`src/rtl/lgb_pkg.sv`:
```
// ----------------------------------------------------------------------------
// lgb_pkg: shared types and constants for the life automaton board
// Command codes, cell codes, rule counts and the row edit control struct.
// ----------------------------------------------------------------------------
package lgb_pkg;

   typedef enum logic [1:0] {
      CMD_SET     = 2'd0,
      CMD_CLEAR   = 2'd1,
      CMD_ADVANCE = 2'd2
   } lgb_cmd_type;

   typedef logic [1:0] lgb_cell_type;

   localparam lgb_cell_type CELL_BLANK = 2'd0;
   localparam lgb_cell_type CELL_DEAD  = 2'd1;
   localparam lgb_cell_type CELL_ALIVE = 2'd2;

   localparam logic [3:0] BIRTH_COUNT = 4'd3;
   localparam logic [3:0] KEEP_COUNT  = 4'd2;

   // single-cell edit aimed at one row cell
   typedef struct packed {
      logic set;
      logic clear;
   } lgb_edit_type;

endpackage

```
`src/rtl/lgb_if.sv`:
```
// ----------------------------------------------------------------------------
// lgb_if: request and response channels of the life automaton board
// Valid/ready channels; a transfer happens when valid and ready are both high.
// ----------------------------------------------------------------------------
interface lgb_req_if #(parameter int CoordWidth = 4);
   logic                  valid;
   logic                  ready;
   logic [1:0]            cmd;
   logic [CoordWidth-1:0] row;
   logic [CoordWidth-1:0] col;

   modport source (output valid, output cmd, output row, output col, input ready);
   modport sink   (input valid, input cmd, input row, input col, output ready);
endinterface

interface lgb_rsp_if #(parameter int IndexWidth = 4, parameter int CellsWidth = 32);
   logic                  valid;
   logic                  ready;
   logic [IndexWidth-1:0] row_index;
   logic [CellsWidth-1:0] row_cells;
   logic                  last_row;

   modport source (output valid, output row_index, output row_cells, output last_row,
                   input ready);
   modport sink   (input valid, input row_index, input row_cells, input last_row,
                   output ready);
endinterface

```
`src/rtl/lgb_row_cell.sv`:
```
// ----------------------------------------------------------------------------
// lgb_row_cell: one board row in the row chain
// Holds a row of 2-bit cells; takes its neighbor's row on a shift, else
// applies a set or clear to one column when its row is addressed.
// ----------------------------------------------------------------------------
module lgb_row_cell import lgb_pkg::*; #(
   parameter int Side     = 16,
   parameter int ColWidth = 4
) (
   input  logic                clock,
   input  logic                reset,
   input  logic                shift_en,
   input  logic [2*Side-1:0]   shift_data,
   input  lgb_edit_type        edit,
   input  logic [ColWidth-1:0] col,
   output logic [2*Side-1:0]   row_data
);

   logic [2*Side-1:0] row_ff;
   logic [2*Side-1:0] row_in;

   always_comb begin
      row_in = row_ff;
      if (shift_en) begin
         row_in = shift_data;
      end else begin
         for (int c = 0; c < Side; c++) begin
            if (col == ColWidth'(c)) begin
               if (edit.set) begin
                  row_in[2*c +: 2] = CELL_ALIVE;
               end else if (edit.clear && row_ff[2*c +: 2] == CELL_ALIVE) begin
                  row_in[2*c +: 2] = CELL_DEAD;
               end
            end
         end
      end
   end

   always_ff @(posedge clock) begin
      if (reset) begin
         row_ff <= '0;
      end else begin
         row_ff <= row_in;
      end
   end

   assign row_data = row_ff;

endmodule

```
`src/rtl/lgb_next_row.sv`:
```
// ----------------------------------------------------------------------------
// lgb_next_row: B3/S23 rule for one row
// Counts alive neighbors per column from the rows above, current and below;
// columns off the board count as empty.
// ----------------------------------------------------------------------------
module lgb_next_row import lgb_pkg::*; #(
   parameter int Side = 16
) (
   input  logic [2*Side-1:0] above,
   input  logic [2*Side-1:0] cur,
   input  logic [2*Side-1:0] below,
   output logic [2*Side-1:0] next_row
);

   // alive flags padded with an empty column on each side
   logic [Side+1:0] up_alive;
   logic [Side+1:0] mid_alive;
   logic [Side+1:0] dn_alive;

   always_comb begin
      up_alive  = '0;
      mid_alive = '0;
      dn_alive  = '0;
      for (int c = 0; c < Side; c++) begin
         up_alive[c+1]  = (above[2*c +: 2] == CELL_ALIVE);
         mid_alive[c+1] = (cur[2*c +: 2] == CELL_ALIVE);
         dn_alive[c+1]  = (below[2*c +: 2] == CELL_ALIVE);
      end
   end

   always_comb begin
      logic [3:0] n;
      next_row = cur;
      for (int c = 0; c < Side; c++) begin
         n = 4'(up_alive[c]) + 4'(up_alive[c+1]) + 4'(up_alive[c+2])
           + 4'(mid_alive[c]) + 4'(mid_alive[c+2])
           + 4'(dn_alive[c]) + 4'(dn_alive[c+1]) + 4'(dn_alive[c+2]);
         if (mid_alive[c+1]) begin
            if (n != KEEP_COUNT && n != BIRTH_COUNT) begin
               next_row[2*c +: 2] = CELL_DEAD;
            end
         end else if (n == BIRTH_COUNT) begin
            next_row[2*c +: 2] = CELL_ALIVE;
         end
      end
   end

endmodule

```
`src/rtl/life_automaton_board.sv`:
```
// ----------------------------------------------------------------------------
// life_automaton_board: Conway B3/S23 board on a bounded SIDE x SIDE grid
// Usage:
//   req carries cmd/row/col. Set makes a cell alive, clear turns an alive
//   cell dead; neither returns a response. Coordinates off the
//   board are ignored, as is an unused command code.
//   Advance computes one generation and returns SIDE responses on rsp, rows
//   0 to SIDE-1, last_row high on the final one.
//   The board is a chain of SIDE row registers. During an advance the chain
//   rotates one row per cycle while the output register is free: the head
//   row goes through the rule logic with its neighbors and the new row
//   re-enters at the tail. req.ready is low during the sweep.
//   The response is a single output register. When the receiver holds
//   rsp.ready low the sweep pauses and resumes once the row is taken.
//   Reset (synchronous) makes every cell blank and drops any sweep.
// ----------------------------------------------------------------------------
module life_automaton_board import lgb_pkg::*; #(
   parameter int SIDE = 16
) (
   input  logic       clock,
   input  logic       reset,
   lgb_req_if.sink    req,
   lgb_rsp_if.source  rsp
);

   localparam int IndexWidth = $clog2(SIDE);
   localparam int CellsWidth = 2 * SIDE;
   localparam logic [IndexWidth-1:0] LastStep = IndexWidth'(SIDE - 1);

   logic                  busy_ff, busy_in;
   logic [IndexWidth-1:0] step_ff, step_in;
   logic [CellsWidth-1:0] window_ff, window_in;
   logic                  rsp_valid_ff, rsp_valid_in;
   logic [IndexWidth-1:0] rsp_index_ff, rsp_index_in;
   logic [CellsWidth-1:0] rsp_cells_ff, rsp_cells_in;
   logic                  rsp_last_ff, rsp_last_in;

   logic                  accept;
   logic                  on_board;
   logic                  step_fire;
   logic                  last_step;
   logic [CellsWidth-1:0] below_row;
   logic [CellsWidth-1:0] next_row;
   logic [CellsWidth-1:0] row_data [SIDE];
   lgb_edit_type          edit;

   assign req.ready = !busy_ff;
   assign accept    = req.valid && !busy_ff;
   assign on_board  = ({1'b0, req.row} < (IndexWidth+1)'(SIDE))
                   && ({1'b0, req.col} < (IndexWidth+1)'(SIDE));
   assign edit.set   = accept && on_board && (req.cmd == CMD_SET);
   assign edit.clear = accept && on_board && (req.cmd == CMD_CLEAR);

   // advance one row whenever the output register is free
   assign step_fire = busy_ff && (!rsp_valid_ff || rsp.ready);
   assign last_step = (step_ff == LastStep);
   assign below_row = last_step ? '0 : row_data[1];

   for (genvar k = 0; k < SIDE; k++) begin : g_rows
      logic [CellsWidth-1:0] shift_src;
      if (k == SIDE - 1) begin : g_tail
         assign shift_src = next_row;
      end else begin : g_body
         assign shift_src = row_data[k+1];
      end
      lgb_row_cell #(
         .Side     (SIDE),
         .ColWidth (IndexWidth)
      ) u_row (
         .clock      (clock),
         .reset      (reset),
         .shift_en   (step_fire),
         .shift_data (shift_src),
         .edit       (req.row == IndexWidth'(k) ? edit : '0),
         .col        (req.col),
         .row_data   (row_data[k])
      );
   end

   lgb_next_row #(
      .Side (SIDE)
   ) u_rule (
      .above    (window_ff),
      .cur      (row_data[0]),
      .below    (below_row),
      .next_row (next_row)
   );

   always_comb begin
      busy_in      = busy_ff;
      step_in      = step_ff;
      window_in    = window_ff;
      rsp_valid_in = rsp_valid_ff && !rsp.ready;
      rsp_index_in = rsp_index_ff;
      rsp_cells_in = rsp_cells_ff;
      rsp_last_in  = rsp_last_ff;
      if (accept && req.cmd == CMD_ADVANCE) begin
         busy_in   = 1'b1;
         step_in   = '0;
         window_in = '0;
      end
      if (step_fire) begin
         // keep the unmodified current row as the next row's upper neighbor
         window_in    = row_data[0];
         step_in      = step_ff + 1'b1;
         rsp_valid_in = 1'b1;
         rsp_index_in = step_ff;
         rsp_cells_in = next_row;
         rsp_last_in  = last_step;
         if (last_step) begin
            busy_in = 1'b0;
         end
      end
   end

   always_ff @(posedge clock) begin
      if (reset) begin
         busy_ff      <= 1'b0;
         step_ff      <= '0;
         window_ff    <= '0;
         rsp_valid_ff <= 1'b0;
      end else begin
         busy_ff      <= busy_in;
         step_ff      <= step_in;
         window_ff    <= window_in;
         rsp_valid_ff <= rsp_valid_in;
      end
   end

   always_ff @(posedge clock) begin
      rsp_index_ff <= rsp_index_in;
      rsp_cells_ff <= rsp_cells_in;
      rsp_last_ff  <= rsp_last_in;
   end

   assign rsp.valid     = rsp_valid_ff;
   assign rsp.row_index = rsp_index_ff;
   assign rsp.row_cells = rsp_cells_ff;
   assign rsp.last_row  = rsp_last_ff;

`ifndef SYNTHESIS
   a_advance_starts: assert property (@(posedge clock) disable iff (reset)
      accept && req.cmd == CMD_ADVANCE |=> busy_ff && step_ff == '0)
      else $error("advance request did not start a sweep at row zero");

   a_sweep_ends: assert property (@(posedge clock) disable iff (reset)
      step_fire && last_step |=> !busy_ff && rsp.valid && rsp.last_row)
      else $error("final sweep step did not close the dump");

   a_last_index: assert property (@(posedge clock) disable iff (reset)
      rsp.valid && rsp.last_row |-> rsp.row_index == LastStep)
      else $error("last_row marked on a row other than the final one");

   a_rows_in_order: assert property (@(posedge clock) disable iff (reset)
      step_fire && step_ff != '0 |-> rsp_index_ff == step_ff - 1'b1)
      else $error("response rows out of order");
`endif

endmodule
```
`src/flat_wrapper.sv`:
```
// flat-port wrapper written by rule: the top's interface ports become plain ports
module life_automaton_board_flat import lgb_pkg::*;
#(
   parameter int SIDE = 16
)
  (clock, reset, req_valid, req_cmd, req_row, req_col, req_ready, rsp_valid, rsp_row_index, rsp_row_cells, rsp_last_row, rsp_ready);
  lgb_req_if req_i ();
  lgb_rsp_if rsp_i ();
  input  logic clock;
  input  logic reset;
  input wire logic [$bits(req_i.valid)-1:0] req_valid;
  input wire logic [$bits(req_i.cmd)-1:0] req_cmd;
  input wire logic [$bits(req_i.row)-1:0] req_row;
  input wire logic [$bits(req_i.col)-1:0] req_col;
  output wire logic [$bits(req_i.ready)-1:0] req_ready;
  output wire logic [$bits(rsp_i.valid)-1:0] rsp_valid;
  output wire logic [$bits(rsp_i.row_index)-1:0] rsp_row_index;
  output wire logic [$bits(rsp_i.row_cells)-1:0] rsp_row_cells;
  output wire logic [$bits(rsp_i.last_row)-1:0] rsp_last_row;
  input wire logic [$bits(rsp_i.ready)-1:0] rsp_ready;
  assign req_i.valid = req_valid;
  assign req_i.cmd = req_cmd;
  assign req_i.row = req_row;
  assign req_i.col = req_col;
  assign req_ready = req_i.ready;
  assign rsp_valid = rsp_i.valid;
  assign rsp_row_index = rsp_i.row_index;
  assign rsp_row_cells = rsp_i.row_cells;
  assign rsp_last_row = rsp_i.last_row;
  assign rsp_i.ready = rsp_ready;
  life_automaton_board #(.SIDE(SIDE)) u_core (.clock(clock), .reset(reset), .req(req_i), .rsp(rsp_i));
endmodule
```
`config.mk`:
```
export PLATFORM = sky130hd
export DESIGN_NAME = life_automaton_board_flat
export DESIGN_NICKNAME = d
export VERILOG_FILES = /design/src/rtl/lgb_pkg.sv /design/src/rtl/lgb_if.sv /design/src/rtl/lgb_row_cell.sv /design/src/rtl/lgb_next_row.sv /design/src/rtl/life_automaton_board.sv /design/src/flat_wrapper.sv
export SDC_FILE = /design/constraint.sdc
export NUM_CORES = 2
export LEC_CHECK = 0
export BUFFER_PORTS_ARGS = -buffer_cell sky130_fd_sc_hd__buf_2
export CAP_MARGIN = 20
export CORE_MARGIN = 5
export CORE_UTILIZATION = 28
export CTS_CLUSTER_DIAMETER = 100
export DETAILED_ROUTE_END_ITERATION = 10
export MAX_ROUTING_LAYER = met4
export PLACE_DENSITY_LB_ADDON = 0.25
export RECOVER_POWER = 100
export SETUP_SLACK_MARGIN = 0.2
export SYNTH_ARGS = -nofsm -noshare
export SYNTH_HDL_FRONTEND = slang
export SYNTH_SLANG_ARGS = --single-unit
```
`constraint.sdc`:
```
create_clock -name clock -period 10.9 [get_ports clock]
set_input_delay 0 -clock clock [delete_from_list [all_inputs] [get_ports clock]]
set_output_delay 0 -clock clock [all_outputs]
set_load 0.01 [all_outputs]
```
==> flow_summary.json <==
{
  "async_reset_ff_frac": 0,
  "clock_path_buffers": 3,
  "dieHeight_um": 364,
  "gr-total-overflow": 0,
  "nNetsFinal": 3997,
  "num_rows": 129,
  "drive_gt1_frac": 0.111,
  "synth_simple_gate_area_share": 0.187,
  "remaining_drc_errors": 0,
  "cp-end-kind": "flip-flop",
  "crit_arrival_ps": 7950,
  "clock_skew_ps": 27.2,
  "syn-num-nets": 4199,
  "synthAdderAreaFrac": 0.0503,
  "finalNonFillerCells": 5569,
  "cts_resized": 0,
  "vias": 30781,
  "rsz0062_at_grt": "no",
  "violations": "capacitance limit, slew limit",
  "worst_slew_pin_slew_ps": 4270,
  "boundaryPins": 53,
  "start_util": 0.283,
  "finalWeightedCongestion": 0.840,
  "cts_buffers": 68,
  "hold_violations": 0,
  "synth_xor_area_frac": 0,
  "htreeDepth": 3,
  "grt_usage": 0.191,
  "cap_violations": 5,
  "dpl.hpwl_mm": 72.9,
  "area_delta_synth_final_pct": 10.3,
  "path_max_fanout": 163,
  "viasPerCell": 5.53,
  "core_area_sq_um": 124000,
  "setup_viol": 0,
  "synth_ff_type": "dfxtp_1",
  "max_freq_ghz": 0.135,
  "relSlewSlack": -1.85,
  "postRouteAntennaNets": 0,
  "grt_pass1_wl_mm": 193,
  "utilization": 0.312,
  "drt_iter0_markers": 2812,
  "die-area_sq_um": 132000,
  "grt_max_degree": 183,
  "timing.hold.ws_ps": 38.1,
  "p_leak_nw": 14.5,
  "antenna_found_initial": 5,
  "status": "finished, violations left",
  "ys.warnings.count": 0,
  "dp.cells": 5443,
  "crit_type": "flip-flop to flip-flop",
  "synthCells": 4080,
  "wl_mm": 127,
  "clk_latency_ps": 630,
  "grt_pass1_vias": 30294,
  "ys_ff_latch": 587,
  "cts_tree": "done",
  "synth_top_family_by_area": "compound AO/OA/AOI/OAI gates",
  "root_buffer": "clkbuf_16",
  "required_ps": 11420,
  "ys_seq_area_frac": 0.346,
  "synth_area_sq_um": 35100,
  "port_buffers": 52,
  "synth_area_per_cell_sq_um": 8.59,
  "synth_compound_area_frac": 0.216,
  "synth_edf_count": 37,
  "synthDistinctLibCells": 71,
  "hold_class": "input pin to flip-flop",
  "synthMuxAreaShare": 0.144,
  "start_kind": "flip-flop",
  "period_minus_slack_ps": 7430,
  "p_per_area_nw_per_um2": 132,
  "timing.final.crit_share": 0.682,
  "die_w_um": 364,
  "cts.sinks": 587,
  "drt_pre_antenna_iters": 5,
  "drv_slew": 217,
  "clk_pin_slew_worst_paths_ps": 60,
  "setup_tns_ps": 0,
  "fill_cells": 12961,
  "vdd_ir_drop_max_v": 0.0000984,
  "wl_per_cell_um": 22.8
}
[metrics by stage]
stage	setup slack (ps)	power, W	instance area, sq um
5_1_grt	3220	0.00529	38700
3_3_place_gp	6320	0.00281	36500
6_report	3470	0.00512	38700
3_5_place_dp	6190	0.00281	36500
2_1_floorplan	6980	0.00265	35100
4_1_cts	6180	0.00517	38800
[registers in the layout, summed over array words and instances, names as in the netlist]
name,flops
u_core.rsp.row_index,4
u_core.rsp.row_cells,32
u_core.rsp.valid,1
u_core.g_rows.u_row.row_data,512
u_core.step_ff,4
u_core.rsp.last_row,1
u_core.busy_ff,1
u_core.window_ff,32
[cells in the mapped netlist (5+ instances only)]
| library cell | number | area [sq um] |
|---|---|---|
| nor2_1 | 150 | 563 |
| nand3_1 | 253 | 1270 |
| nor4_1 | 36 | 225 |
| dfxtp_1 | 550 | 11000 |
| a211oi_1 | 203 | 1520 |
| nor2b_1 | 221 | 1380 |
| mux2_2 | 209 | 2350 |
| o21ai_0 | 29 | 145 |
| o22ai_1 | 60 | 375 |
| o32a_1 | 12 | 120 |
| nor4b_1 | 16 | 140 |
| clkbuf_1 | 305 | 1140 |
| buf_1 | 40 | 150 |
| inv_1 | 126 | 473 |
| and2_1 | 10 | 62.6 |
| nand2_1 | 282 | 1060 |
| fa_1 | 60 | 1200 |
| ha_1 | 45 | 563 |
| a21oi_1 | 465 | 2330 |
| o211ai_1 | 239 | 1790 |
| nand2b_1 | 228 | 1430 |
| mux2_1 | 15 | 169 |
| mux2i_1 | 253 | 2530 |
| o221a_2 | 12 | 135 |
| nor3_1 | 6 | 30.0 |
| buf_4 | 7 | 52.6 |
| a21o_1 | 27 | 203 |
| o41a_1 | 11 | 124 |
| a31o_2 | 15 | 131 |
| buf_2 | 26 | 130 |
| and3b_1 | 7 | 61.3 |
| a22oi_1 | 33 | 248 |
| edfxtp_1 | 37 | 1110 |
| nand4bb_1 | 7 | 78.8 |
| nand3b_1 | 5 | 37.5 |
| a22o_1 | 12 | 105 |
[logic make-up after synthesis]
family          Yosys count
compound gates         1157
simple gates           1246
mux                     477
flops                   587
buf+inv                 508
fa+ha+maj               105
[cell usage in the layout (no fill, tap or decap), drive strengths merged, types with 6 or more instances in the layout]
cell type  netlist  routed
dfxtp          550     550
a21oi          465     465
nand2          282     282
mux2i          253     253
nand3          253     253
o211ai         239     239
nand2b         228     228
mux2           224     224
nor2b          221     221
a211oi         203     203
nor2           150     150
clkbuf         305     143
inv            128     130
buf             75      63
o22ai           61      61
fa              60      60
ha              45      45
edfxtp          37      37
nor4            36      36
a22oi           33      33
o21ai           30      30
a21o            27      27
nor4b           17      17
a31o            15      15
o32a            12      12
o221a           12      12
a22o            12      12
clkinv           0      12
o41a            11      11
and2            10      10
and3b            7       7
nand4bb          7       7
nor3             6       6
or4b             6       6
[final cells by class]
type,instances,area (sq um),area share
Multi-Input combinational cell,2985,21100,0.546
Tap cell,1637,2050,0.0530
Timing Repair Buffer,108,686,0.0177
Clock buffer,100,1990,0.0514
Antenna cell,5,12.5,0.000323
Sequential cell,587,12100,0.313
Clock inverter,19,226,0.00586
Inverter,128,495,0.0128
[what timing repair did]
action	in CTS	in global routing
hold buffers	2	0
endpoints found under the hold margin	17	0
buffers inserted	0	0
[final timing paths]
| path | startpoint | to | slack [ps] | cells past startpoint |
|---|---|---|---|---|
| min reg2reg | u_core.g_rows[3].u_row.row_data[0]$_SDFFE_PP0P_ | u_core.g_rows[3].u_row.row_data[0]$_SDFFE_PP0P_ | 470 | 2 |
| max | u_core.busy_ff$_SDFF_PP0_ | u_core.g_rows[0].u_row.row_data[31]$_SDFFE_PP0P_ | 3470 | 6 |
| min | req_valid | u_core.busy_ff$_SDFF_PP0_ | 40 | 4 |
| max reg2reg | u_core.busy_ff$_SDFF_PP0_ | u_core.g_rows[0].u_row.row_data[31]$_SDFFE_PP0P_ | 3470 | 6 |
[where the power goes]
group	internal, W	leakage (nW)	switching, W
logic	0.000144	8.61	0.000348
registers	0.00223	4.82	0.0000503
clock network	0.00136	1.08	0.000992
[layer usage]
metal / global-route usage / up-vias / part of all wire
li1: - / 14398 / -
met1: 0.261 / 15124 / 0.47
met2: 0.291 / 1055 / 0.44
met3: 0.0334 / 204 / 0.067
met4: 0.0525 / 0 / 0.027
met5: - / - / 0
[critical path, cell delays in order, from the launching register on]
cell	delay (ps)
dfxtp_1	1560
buf_12	730
or3b_4	910
clkbuf_1	3070
a211oi_1	140
a21oi_1	420
mux2_2	360
Note: power is estimated with default switching activity, not from simulation.
